**src/sv/rwl_pkg.sv**
```systemverilog
// rwl_pkg: shared types and constants for the reader-writer lock manager
// no dependencies; imported by rwl_front, rwl_back and the top level
`timescale 1ns / 1ps

package rwl_pkg;

  localparam int unsigned TID_W     = 8;
  localparam int unsigned READERS_W = 8;
  localparam logic [READERS_W-1:0] READERS_MAX = 8'd255;

  typedef enum logic [1:0] {
    REQ_RD_LOCK   = 2'd0,
    REQ_WR_LOCK   = 2'd1,
    REQ_RD_UNLOCK = 2'd2,
    REQ_WR_UNLOCK = 2'd3
  } req_e;

  typedef enum logic [1:0] {
    STAT_OK     = 2'd0,
    STAT_QUEUED = 2'd1,
    STAT_ERROR  = 2'd2,
    STAT_FULL   = 2'd3
  } status_e;

  typedef enum logic {
    KIND_STATUS = 1'b0,
    KIND_WAKE   = 1'b1
  } kind_e;

  typedef enum logic [1:0] {
    BS_EXEC,
    BS_DRAIN_WR,
    BS_DRAIN_RD
  } back_state_e;

  typedef struct packed {
    req_e             req;
    logic [TID_W-1:0] tid;
  } rwl_item_t;

endpackage

```
**src/sv/rwl_front.sv**
```systemverilog
// rwl_front: request intake, decodes the request kind and queues items
// depends on rwl_pkg
`timescale 1ns / 1ps

module rwl_front (
  input  logic              clk_i,
  input  logic              rst_ni,
  input  logic              in_valid_i,
  output logic              in_ready_o,
  input  logic [1:0]        req_type_i,
  input  logic [7:0]        thread_id_i,
  output logic              item_valid_o,
  output rwl_pkg::rwl_item_t item_o,
  input  logic              item_pop_i
);
  import rwl_pkg::*;

  rwl_item_t  buf_q [2];
  logic       wr_ptr_q, wr_ptr_d;
  logic       rd_ptr_q, rd_ptr_d;
  logic [1:0] cnt_q, cnt_d;
  logic       push, pop;
  rwl_item_t  new_item;

  // classify the raw request code
  always_comb begin
    new_item.req = req_e'(req_type_i);
    new_item.tid = thread_id_i;
  end

  assign in_ready_o   = (cnt_q != 2'd2);
  assign item_valid_o = (cnt_q != 2'd0);
  assign item_o       = buf_q[rd_ptr_q];
  assign push         = in_valid_i && in_ready_o;
  assign pop          = item_pop_i && item_valid_o;

  always_comb begin
    wr_ptr_d = push ? ~wr_ptr_q : wr_ptr_q;
    rd_ptr_d = pop ? ~rd_ptr_q : rd_ptr_q;
    cnt_d    = cnt_q + {1'b0, push} - {1'b0, pop};
  end

  always_ff @(posedge clk_i or negedge rst_ni) begin
    if (!rst_ni) begin
      wr_ptr_q <= 1'b0;
      rd_ptr_q <= 1'b0;
      cnt_q    <= 2'd0;
    end else begin
      wr_ptr_q <= wr_ptr_d;
      rd_ptr_q <= rd_ptr_d;
      cnt_q    <= cnt_d;
    end
  end

  always_ff @(posedge clk_i) begin
    if (push) begin
      buf_q[wr_ptr_q] <= new_item;
    end
  end

endmodule

```
**src/sv/rwl_back.sv**
```systemverilog
// rwl_back: lock state, wait stacks, result register and wake sequencer
// depends on rwl_pkg
`timescale 1ns / 1ps

module rwl_back #(
  parameter int unsigned WAIT_DEPTH     = 16,
  parameter int unsigned THREAD_ID_BITS = 8
) (
  input  logic               clk_i,
  input  logic               rst_ni,
  input  logic               item_valid_i,
  input  rwl_pkg::rwl_item_t item_i,
  output logic               item_pop_o,
  output logic               out_valid_o,
  input  logic               out_ready_i,
  output logic               result_kind_o,
  output logic [1:0]         status_o,
  output logic [7:0]         woken_thread_o,
  output logic               last_o
);
  import rwl_pkg::*;

  localparam int unsigned CntW   = $clog2(WAIT_DEPTH + 1);
  localparam int unsigned IdxW   = (WAIT_DEPTH > 1) ? $clog2(WAIT_DEPTH) : 1;
  localparam int unsigned StoreW = (THREAD_ID_BITS < TID_W) ? THREAD_ID_BITS : TID_W;
  localparam logic [CntW-1:0] DepthC = CntW'(WAIT_DEPTH);

  back_state_e state_q, state_d;

  logic                 busy_q, busy_d;
  logic                 wact_q, wact_d;
  logic [READERS_W-1:0] readers_q, readers_d;
  logic [CntW-1:0]      wcnt_q, wcnt_d, wcnt_m1;
  logic [CntW-1:0]      rcnt_q, rcnt_d, rcnt_m1;
  logic [StoreW-1:0]    wstk_q [WAIT_DEPTH];
  logic [StoreW-1:0]    rstk_q [WAIT_DEPTH];

  logic                 out_valid_q, out_valid_d;
  logic                 kind_q, kind_d;
  logic [1:0]           status_q, status_d;
  logic [TID_W-1:0]     woken_q, woken_d;
  logic                 last_q, last_d;

  logic                 out_free, exec_go, wake_go;
  logic                 release_c, push_w, push_r;
  status_e              stat_c;
  logic [StoreW-1:0]    who;

  assign out_free = !out_valid_q || out_ready_i;
  assign exec_go  = (state_q == BS_EXEC) && item_valid_i && out_free;
  assign wake_go  = (state_q != BS_EXEC) && out_free;
  assign item_pop_o = exec_go;
  assign who      = item_i.tid[StoreW-1:0];
  assign wcnt_m1  = wcnt_q - 1'b1;
  assign rcnt_m1  = rcnt_q - 1'b1;

  // request decision, writer preference
  always_comb begin
    busy_d    = busy_q;
    wact_d    = wact_q;
    readers_d = readers_q;
    stat_c    = STAT_ERROR;
    release_c = 1'b0;
    push_w    = 1'b0;
    push_r    = 1'b0;
    unique case (item_i.req)
      REQ_RD_LOCK: begin
        if (!busy_q || (!wact_q && wcnt_q == '0)) begin
          if (readers_q != READERS_MAX) begin
            busy_d    = 1'b1;
            readers_d = readers_q + 1'b1;
            stat_c    = STAT_OK;
          end
        end else if (rcnt_q >= DepthC) begin
          stat_c = STAT_FULL;
        end else begin
          push_r = 1'b1;
          stat_c = STAT_QUEUED;
        end
      end
      REQ_WR_LOCK: begin
        if (!busy_q) begin
          busy_d = 1'b1;
          wact_d = 1'b1;
          stat_c = STAT_OK;
        end else if (wact_q || readers_q != '0) begin
          if (wcnt_q >= DepthC) begin
            stat_c = STAT_FULL;
          end else begin
            push_w = 1'b1;
            stat_c = STAT_QUEUED;
          end
        end
      end
      REQ_RD_UNLOCK: begin
        if (busy_q && readers_q != '0 && !wact_q) begin
          readers_d = readers_q - 1'b1;
          stat_c    = STAT_OK;
          if (readers_q == READERS_W'(1)) begin
            busy_d    = 1'b0;
            release_c = 1'b1;
          end
        end
      end
      REQ_WR_UNLOCK: begin
        if (busy_q && wact_q) begin
          busy_d    = 1'b0;
          wact_d    = 1'b0;
          release_c = 1'b1;
          stat_c    = STAT_OK;
        end
      end
      default: ;
    endcase
  end

  // next state
  always_comb begin
    state_d = state_q;
    unique case (state_q)
      BS_EXEC: begin
        if (exec_go && release_c) begin
          if (wcnt_q != '0) begin
            state_d = BS_DRAIN_WR;
          end else if (rcnt_q != '0) begin
            state_d = BS_DRAIN_RD;
          end
        end
      end
      BS_DRAIN_WR: begin
        if (wake_go && wcnt_m1 == '0) begin
          state_d = (rcnt_q != '0) ? BS_DRAIN_RD : BS_EXEC;
        end
      end
      BS_DRAIN_RD: begin
        if (wake_go && rcnt_m1 == '0) begin
          state_d = BS_EXEC;
        end
      end
      default: state_d = BS_EXEC;
    endcase
  end

  // outputs and datapath updates
  always_comb begin
    wcnt_d      = wcnt_q;
    rcnt_d      = rcnt_q;
    out_valid_d = out_valid_q && !out_ready_i;
    kind_d      = kind_q;
    status_d    = status_q;
    woken_d     = woken_q;
    last_d      = last_q;
    unique case (state_q)
      BS_EXEC: begin
        if (exec_go) begin
          out_valid_d = 1'b1;
          kind_d      = KIND_STATUS;
          status_d    = stat_c;
          woken_d     = '0;
          last_d      = !(release_c && (wcnt_q != '0 || rcnt_q != '0));
          if (push_w) wcnt_d = wcnt_q + 1'b1;
          if (push_r) rcnt_d = rcnt_q + 1'b1;
        end
      end
      BS_DRAIN_WR: begin
        if (wake_go) begin
          out_valid_d = 1'b1;
          kind_d      = KIND_WAKE;
          status_d    = STAT_OK;
          woken_d     = TID_W'(wstk_q[wcnt_m1[IdxW-1:0]]);
          last_d      = (wcnt_m1 == '0) && (rcnt_q == '0);
          wcnt_d      = wcnt_m1;
        end
      end
      BS_DRAIN_RD: begin
        if (wake_go) begin
          out_valid_d = 1'b1;
          kind_d      = KIND_WAKE;
          status_d    = STAT_OK;
          woken_d     = TID_W'(rstk_q[rcnt_m1[IdxW-1:0]]);
          last_d      = (rcnt_m1 == '0);
          rcnt_d      = rcnt_m1;
        end
      end
      default: ;
    endcase
  end

  always_ff @(posedge clk_i or negedge rst_ni) begin
    if (!rst_ni) begin
      state_q     <= BS_EXEC;
      busy_q      <= 1'b0;
      wact_q      <= 1'b0;
      readers_q   <= '0;
      wcnt_q      <= '0;
      rcnt_q      <= '0;
      out_valid_q <= 1'b0;
    end else begin
      state_q     <= state_d;
      wcnt_q      <= wcnt_d;
      rcnt_q      <= rcnt_d;
      out_valid_q <= out_valid_d;
      if (exec_go) begin
        busy_q    <= busy_d;
        wact_q    <= wact_d;
        readers_q <= readers_d;
      end
    end
  end

  always_ff @(posedge clk_i) begin
    kind_q   <= kind_d;
    status_q <= status_d;
    woken_q  <= woken_d;
    last_q   <= last_d;
    if (exec_go && push_w) wstk_q[wcnt_q[IdxW-1:0]] <= who;
    if (exec_go && push_r) rstk_q[rcnt_q[IdxW-1:0]] <= who;
  end

  assign out_valid_o    = out_valid_q;
  assign result_kind_o  = kind_q;
  assign status_o       = status_q;
  assign woken_thread_o = woken_q;
  assign last_o         = last_q;

`ifndef SYNTHESIS
  a_wcnt_bound: assert property (@(posedge clk_i) disable iff (!rst_ni)
    wcnt_q <= DepthC && rcnt_q <= DepthC)
    else $error("wait count beyond stack depth");

  a_writer_excl: assert property (@(posedge clk_i) disable iff (!rst_ni)
    wact_q |-> (busy_q && readers_q == '0))
    else $error("writer active alongside readers or with lock free");

  a_readers_busy: assert property (@(posedge clk_i) disable iff (!rst_ni)
    (readers_q != '0) |-> (busy_q && !wact_q))
    else $error("readers active without a busy read-held lock");

  a_drain_free: assert property (@(posedge clk_i) disable iff (!rst_ni)
    (state_q != BS_EXEC) |-> (!busy_q && !item_pop_o))
    else $error("lock taken or item popped while waking waiters");

  a_drain_nonempty: assert property (@(posedge clk_i) disable iff (!rst_ni)
    ((state_q == BS_DRAIN_WR && wcnt_q == '0) ||
     (state_q == BS_DRAIN_RD && rcnt_q == '0)) |-> 1'b0)
    else $error("waking from an empty wait stack");
`endif

endmodule

```
**src/sv/reader_writer_lock_manager_core.sv**
```systemverilog
// reader_writer_lock_manager_core: top level of the reader-writer lock manager
// depends on rwl_pkg, rwl_front and rwl_back
`timescale 1ns / 1ps

// Reader-writer lock manager with writer preference. Each request transfer
// carries a request kind (read lock, write lock, read unlock, write unlock)
// and a thread id. Every request yields one status result first; an unlock
// that frees the lock then yields one wake notice per waiting thread, all
// waiting writers first and then all waiting readers, each wait stack taken
// from its top (last queued, first woken). The final result of a request has
// last_o set. Woken threads must issue their request again. A lock request
// whose wait stack is full reports queue full and is dropped; mismatched
// unlocks and reader count overflow report an error and change nothing.
// Each status result and each wake notice is held in the back end's single
// result register, fed by the wake sequencer. A two-entry input queue lets
// requests arrive while wakes drain, and the result register holds each
// result until the consumer takes it, so the back end stalls while the
// consumer stalls. A request's status passes through the input queue and
// then the result register on its way to the outputs. Wait stacks hold up
// to WAIT_DEPTH threads each and keep the low THREAD_ID_BITS bits of the
// id, at most TID_W bits.
module reader_writer_lock_manager_core #(
  parameter int unsigned WAIT_DEPTH     = 16,
  parameter int unsigned THREAD_ID_BITS = 8
) (
  input  logic       clk_i,
  input  logic       rst_ni,
  // request channel
  input  logic       in_valid_i,
  output logic       in_ready_o,
  input  logic [1:0] req_type_i,
  input  logic [7:0] thread_id_i,
  // result channel
  output logic       out_valid_o,
  input  logic       out_ready_i,
  output logic       result_kind_o,
  output logic [1:0] status_o,
  output logic [7:0] woken_thread_o,
  output logic       last_o
);
  import rwl_pkg::*;

  // queued, decoded requests between front and back
  logic      item_valid;
  logic      item_pop;
  rwl_item_t item;

  // front: accepts request transfers and decodes them into the queue
  rwl_front u_front (
    .clk_i        (clk_i),
    .rst_ni       (rst_ni),
    .in_valid_i   (in_valid_i),
    .in_ready_o   (in_ready_o),
    .req_type_i   (req_type_i),
    .thread_id_i  (thread_id_i),
    .item_valid_o (item_valid),
    .item_o       (item),
    .item_pop_i   (item_pop)
  );

  // back: lock state, wait stacks, status and wake sequencing
  rwl_back #(
    .WAIT_DEPTH     (WAIT_DEPTH),
    .THREAD_ID_BITS (THREAD_ID_BITS)
  ) u_back (
    .clk_i          (clk_i),
    .rst_ni         (rst_ni),
    .item_valid_i   (item_valid),
    .item_i         (item),
    .item_pop_o     (item_pop),
    .out_valid_o    (out_valid_o),
    .out_ready_i    (out_ready_i),
    .result_kind_o  (result_kind_o),
    .status_o       (status_o),
    .woken_thread_o (woken_thread_o),
    .last_o         (last_o)
  );

endmodule
```
**config.mk**
```make
export PLATFORM = sky130hd
export DESIGN_NAME = reader_writer_lock_manager_core
export DESIGN_NICKNAME = d
export VERILOG_FILES = /design/src/sv/rwl_pkg.sv /design/src/sv/rwl_front.sv /design/src/sv/rwl_back.sv /design/src/sv/reader_writer_lock_manager_core.sv
export SDC_FILE = /design/constraint.sdc
export NUM_CORES = 1
export LEC_CHECK = 0
export BUFFER_PORTS_ARGS = -buffer_cell sky130_fd_sc_hd__buf_2
export CAP_MARGIN = 10
export CORE_MARGIN = 2
export CORE_UTILIZATION = 45
export DETAILED_ROUTE_END_ITERATION = 8
export MAX_ROUTING_LAYER = met4
export SYNTH_ARGS = -nofsm -noshare
export SYNTH_HDL_FRONTEND = slang
export SYNTH_SLANG_ARGS = --single-unit
```
**constraint.sdc**
```tcl
create_clock -name clk_i -period 5.1 [get_ports clk_i]
set_clock_uncertainty 0.15 [all_clocks]
set_input_delay 0.51 -clock clk_i [delete_from_list [all_inputs] [get_ports clk_i]]
set_output_delay 0.51 -clock clk_i [all_outputs]
set_load 0.01 [all_outputs]
```
; ---- Yosys cells after proc, flatten, opt, wreduce, memory -nomap -nowiden
; Memories as Yosys holds them, arrays and structs flattened.
; Cells that the tools add are included.
[totals]
reg_bits = 39
ram_bits = 276
inputBits = 14
out_inout_bits = 14
memories = 3
[mem_list]
columns = memory, depth, width, rd, rd_clocked_by_memory_dff, write_ports, line
row1 = u_back.rstk_q, 16, 8, 1, 0, 1, rwl_back.sv:36  ; logic [StoreW-1:0] rstk_q [WAIT_DEPTH];
row2 = u_back.wstk_q, 16, 8, 1, 0, 1, rwl_back.sv:35  ; logic [StoreW-1:0] wstk_q [WAIT_DEPTH];
row3 = u_front.buf_q, 2, 10, 1, 0, 1, rwl_front.sv:18  ; rwl_item_t buf_q [2];
[op_classes]
add_sub_neg = 8
order_cmp = 2
n_eq_ne = 24
muxes = 70
bitwise_logic = 2
reduce_logical = 52
[ops]
columns = op, n
row1 = 2-to-1 mux 8 bit, 6
row2 = 2-to-1 mux 2 bit, 16
row3 = 2-to-1 mux 5 bit, 6
row4 = 2-to-1 mux 1 bit, 29
row5 = inequality test 2 x 1 -> 1 bit (second input constant), 13
row6 = case mux 8 bit (3 select lines), 1
row7 = zero test 5 bit, 4
row8 = case mux 5 bit (2 select lines), 2
row9 = AND reduction 4 bit, 5
row10 = logical AND 1 bit, 17
row11 = case mux 8 bit (2 select lines), 1
row12 = nonzero test 2 bit, 7
row13 = adder 5 x 1 -> 5 bit (second input constant), 2
row14 = >= comparator 5 bit (second input constant), 2
row15 = nonzero test 5 bit, 2
row16 = subtractor 5 x 1 -> 5 bit (second input constant), 2
row17 = adder 8 x 1 -> 8 bit (second input constant), 1
row18 = == test 8 x 1 -> 1 bit (second input constant), 1
row19 = inequality test 8 bit (second input constant), 1
row20 = case mux 1 bit (2 select lines), 4
row21 = case mux 2 bit (4 select lines), 1
row22 = nonzero test 8 bit, 1
row23 = subtractor 8 x 1 -> 8 bit (second input constant), 1
row24 = == test 2 bit (second input constant), 3
row25 = other kinds (18), 30

; ---- Longest topological paths before layout
[logic_depth]
word_depth = 9
mapped_depth = 13
mapped_depth_nobuf = 10

; ---- By module
; A second synthesis with hierarchy kept.
[unflattened]
cells_unflattened = 745
area_unflattened_um2 = 13197.7
[modules_own_cells]
columns = mod, n_inst, cells_per_inst, area_each_um2, seq_area_each_um2
row1 = rwl_back, 1, 692, 12245.5, 8623.3
row2 = rwl_front, 1, 53, 952.2, 700.7

; ---- Least setup slack after synthesis
; Ideal clock, no wire load.
[synth_path]
path_kind = register -> register
startpoint = register u_back.rcnt_q[0]
endpoint = register u_back.woken_q[7], in the netlist u_back.woken_thread_o[7], data pin
setup_time_ps = 267
t_arrival_ps = 3204
required_time_ps = 4683
slack_ps = 1479
stages_incl_launch_ff = 12
period_less_slack_ps = 3621
path_cell_list = dfrtp_1 buf_2 buf_2 buf_2 inv_1 ha_1 clkbuf_1 clkbuf_1 clkbuf_1 mux4_2 a21boi_0 o22ai_1
[synth_between]
elab_chain_cells = 4
[synth_rtl]
columns = item, line
row1 = "start, declared", rwl_back.sv:34  ; logic [CntW-1:0] rcnt_q, rcnt_d, rcnt_m1;
row2 = "start signal, assigned", rwl_back.sv:201  ; rcnt_q <= rcnt_d;
row3 = subtractor 5 x 1 -> 5 bit, rwl_back.sv:55  ; assign rcnt_m1 = rcnt_q - 1'b1;
row4 = memory (16 x 8 bit), --
row5 = 2-to-1 mux 8 bit, rwl_back.sv:176  ; if (wake_go) begin
row6 = case mux 8 bit (3 select lines), rwl_back.sv:153  ; unique case (state_q)
row7 = via u_back.woken_d[7], rwl_back.sv:41  ; logic [TID_W-1:0] woken_q, woken_d;
row8 = "end signal, assigned", rwl_back.sv:214  ; woken_q <= woken_d;
row9 = "end, declared", rwl_back.sv:41
; The timed path passes the listed nets, and every way through them passes these cells. The select of a mux whose other input is x is not followed.
; A chain may end at the register's enable or synchronous reset.

; ---- Worst setup path in the final report
[layout_path]
startpoint = register u_back.wcnt_q[1]
endpoint = register u_back.woken_q[4], in the netlist u_back.woken_thread_o[4], data pin
[layout_between]
elab_chain_cells = 4
[layout_rtl]
columns = item, line
row1 = "start, declared", rwl_back.sv:33  ; logic [CntW-1:0] wcnt_q, wcnt_d, wcnt_m1;
row2 = "start signal, assigned", rwl_back.sv:200  ; wcnt_q <= wcnt_d;
row3 = subtractor 5 x 1 -> 5 bit, rwl_back.sv:54  ; assign wcnt_m1 = wcnt_q - 1'b1;
row4 = memory (16 x 8 bit), --
row5 = 2-to-1 mux 8 bit, rwl_back.sv:166  ; if (wake_go) begin
row6 = case mux 8 bit (3 select lines), rwl_back.sv:153
row7 = via u_back.woken_d[4], rwl_back.sv:41
; The timed path passes the listed nets, and every way through them passes these cells. The select of a mux whose other input is x is not followed.

==> summary.md <==
| Metric | Value |
|---|---|
| First-pass GRT wire length | 44000 um |
| Startpoint Class | register |
| Initial antenna violation count | 1 |
| Crit share post-route | 0.747 |
| Syn Area/Cell | 17.3 sq um |
| Count of final setup violators | 0 |
| Clock Latency Late Sink | 0.56 ns |
| Number of I/O port buffers | 27 |
| Placement Cell Area | 13700 sq um |
| Gr ovfl total | 0 |
| Post-DR vias/cell | slightly below 6 |
| Hold_ws | ~0.12 ns |
| Seq/Total Area, Yosys | 0.704 |
| Worst R2R Path Depth | 7 |
| Layout Cells excl Fill | approximately 1200 |
| Switching Share | 0.270 |
| Vias in the first global route | roughly 7300 |
| Clock power share | 0.321 |
| DR pass1 iterations | 7 |
| Multiplexer share of the synthesized area | 0.120 |
| Hold Path Class | in -> reg |
| Post-Syn Instances | between 700 and 800 |
| Post-synth EDFFs | 288 |
| Cell taking the most area after synthesis | edfxtp_1 |
| Worst slew margin | 0.324 |
| Clk sinks | between 300 and 400 |
| Longest Clk Path Bufs | 3 |
| RePlAce Congestion | approximately 0.84 |
| Starting Density | 0.459 |
| Antenna Violating Nets Remaining | 0 |
| CP Data Arrival Time | 3.92 ns |
| Post-Route Setup TNS | 0 ns |
| RSZ-0062 raised after global routing | false |
| Core area | just under 30000 sq um |
| WL/cell | 23.4 um |
| Area contributors post-synth | edfxtp_1 (65%), mux4_2 (11%), dfrtp_1 (5.1%) |
| Crit path launch | u_back.wcnt_q[1] |
| Leakage power | 0.00493 uW |
| Gr usage total | 0.194 |
| Layout area overhead | 11.4% |
| Main synth FF type | edfxtp_1 |
| Synth Cell Area | 13200 sq um |
| Library cells used by synthesis | 63 |
| Hold Path Origin | in_valid_i |
| Largest net degree at the start of global routing | 40 |
| ANT cells | 0 |
| Final core occ | 0.511 |
| Critical Path RT | 5.21 ns |
| Internal power | 4720 uW |
| Layout cells sized above 1 | 0.199 |
| Post-Syn Nets | 802 |
| Crit path kind | reg -> reg |
| Compound-cell area share of the yosys netlist | 0.0631 |
| # placed instances | 1145 |
| Hold Violations, Final | 0 |
| Max-cap violation count | 0 |
| H-tree depth | 1 |
| Power Dens Cells | about 440 nW/um^2 |
| XOR/XNOR share of the synthesized area | 0.0112 |
| Slew Viols, Final | 0 |
| Worst-Margin Slew | 1.01 ns |
| Adder-cell share of the synthesized area | 0.0208 |
| Routed WL | 28300 um |
| Flop pwr share | 0.521 |
| Seq cells post-synth | about 320 |
| Clk slew on worst S/H paths | approximately 0.060 ns |
| Die X | 175 um |
| Syn. warnings | 0 |
| Synth top area share | 0.653 |
| I/O pin count | 28 |
| Logic pwr share | 0.158 |
| Synth async-reset ratio | 0.0857 |
| CTS tree | yes |
| # rows | 62 |
| Die Height | between 150 and 200 um |
| DR iter-0 viols | 773 |
| Fmax | 263 MHz |
| R2r startpoint | u_back.wcnt_q[1] |
| Status | finished clean |
| VDD IR-drop max | 0.465 mV |
| CP max FO | 18 |
| Final non-filler cell area | 14700 sq um |
| DR DRC count | 0 |
| Nets | 841 |
| Die ar. | 30800 sq um |
| Root Driver | clkbuf_16 |
| Element type at the critical path end | register |
| DP Wirelength | 18600 um |
| Synth Area in Simple Gates | 0.0614 |
| Largest family of logic cells by synthesized area | multiplexers |
| Clock period minus worst slack | around 3.8 ns |
| CTS buffer count | 31 |
| P_sw | 1750 uW |
| Hold depth | 3 |
| Vias | 7099 |
## registers in the layout, indices dropped and copies added (netlist names)
signal	count
u_back.busy_q	1
u_back.last_o	1
u_back.out_valid_o	1
u_back.rcnt_q	5
u_back.readers_q	8
u_back.result_kind_o	1
u_back.rstk_q	128
u_back.state_q	2
u_back.status_o	2
u_back.wact_q	1
u_back.wcnt_q	5
u_back.woken_thread_o	8
u_back.wstk_q	128
u_front.buf_q	20
u_front.cnt_q	2
u_front.rd_ptr_q	1
u_front.wr_ptr_q	1
## layout by cell type (no fill, tap or decap), types with 7 or more instances in the layout
| cell type | instances |
|---|---|
| clkbuf_16 | 31 |
| xnor2_1 | 10 |
| a21boi_0 | 18 |
| nor2_1 | 56 |
| ha_1 | 22 |
| nand4_1 | 7 |
| nor3_1 | 8 |
| mux4_2 | 64 |
| a21oi_1 | 17 |
| mux2_2 | 10 |
| nand3_1 | 7 |
| edfxtp_1 | 288 |
| clkinv_2 | 7 |
| nor2b_1 | 7 |
| xor2_1 | 7 |
| o21ai_0 | 16 |
| dfrtp_1 | 25 |
| buf_2 | 27 |
| clkbuf_1 | 8 |
| dlygate4sd3_1 | 11 |
| a222oi_1 | 16 |
| inv_1 | 22 |
| nand2_1 | 33 |
| clkinv_1 | 8 |
| o22ai_1 | 8 |
## cell families after synthesis
| family | count (synthesis) |
|---|---|
| fa+ha+maj | 22 |
| buf+inv | 59 |
| simple gates | 160 |
| xor+xnor | 17 |
| flops | 315 |
| compound gates | 115 |
| mux | 78 |
## layout make-up
| cell class | count | area [sq um] |
|---|---|---|
| well taps | 384 | 480 |
| repair buffers | 43 | 283 |
| multi-input cells | 392 | 3670 |
| clock buffers | 39 | 806 |
| flip-flops and latches | 315 | 9330 |
| inverters | 22 | 82.6 |
| fillers | 2365 | 14100 |
| clock inverters | 17 | 104 |
## per-layer routing
metal	vias to the layer above	share of wire	global-route usage
li1	3136	-	-
met1	3730	0.42	0.251
met2	192	0.52	0.327
met3	41	0.048	0.0320
met4	0	0.020	0.0424
met5	-	0	-
## critical path, stage by stage (launching register included)
cell and delay, ns:
dfrtp_1 0.52, inv_1 0.20, ha_1 0.92, buf_4 0.41, mux4_2 0.34, a222oi_1 0.35, a21boi_0 0.44, o22ai_1 0.17
## synthesized netlist by cell type (8+ instances only)
master      n
a21oi_1    17
nand2_1    33
xnor2_1    10
mux2_2     10
o21ai_0    16
inv_1      22
clkbuf_1   25
ha_1       22
dfrtp_1    27
nor3_1      8
buf_2       8
edfxtp_1  288
mux4_2     64
a21boi_0   18
o22ai_1     8
a222oi_1   16
nor2_1     56
## path summary, 6_finish.rpt
check                                            to  slack [ns]
max in group asynchronous          u_back.rcnt_q[0]        3.95
setup reg to reg           u_back.woken_thread_o[4]        1.29
hold reg to reg                    u_front.cnt_q[1]        0.35
setup / recovery           u_back.woken_thread_o[4]        1.29
min in group asynchronous             u_back.wact_q        0.37
hold / removal                     u_front.wr_ptr_q        0.12
## repair_timing
item | 4_1_cts | 5_1_grt
hold endpoints to repair | 47 | 0
resized for setup | 0 | 0
buffers inserted | 0 | 0
hold buffers | 11 | 0
## stage by stage
step | total power (uW) | worst slack, ns
CTS | 6520 | 1.35
global placement | 4420 | 1.40
floorplan | 4020 | 1.48
global route | 6740 | 1.16
finish | 6460 | 1.29
detailed placement | 4460 | 1.38
## power by group through the flow
stage | clock [uW] | combinational (uW) | sequential [uW]
after floorplan | 0 | 640 | 3380
after global placement | 0 | 992 | 3420
after detailed placement | 0 | 1030 | 3430
after CTS | 2110 | 1040 | 3380
after global routing | 2210 | 1130 | 3390
final | 2070 | 1020 | 3370
Power figures use the tool's default switching activity.
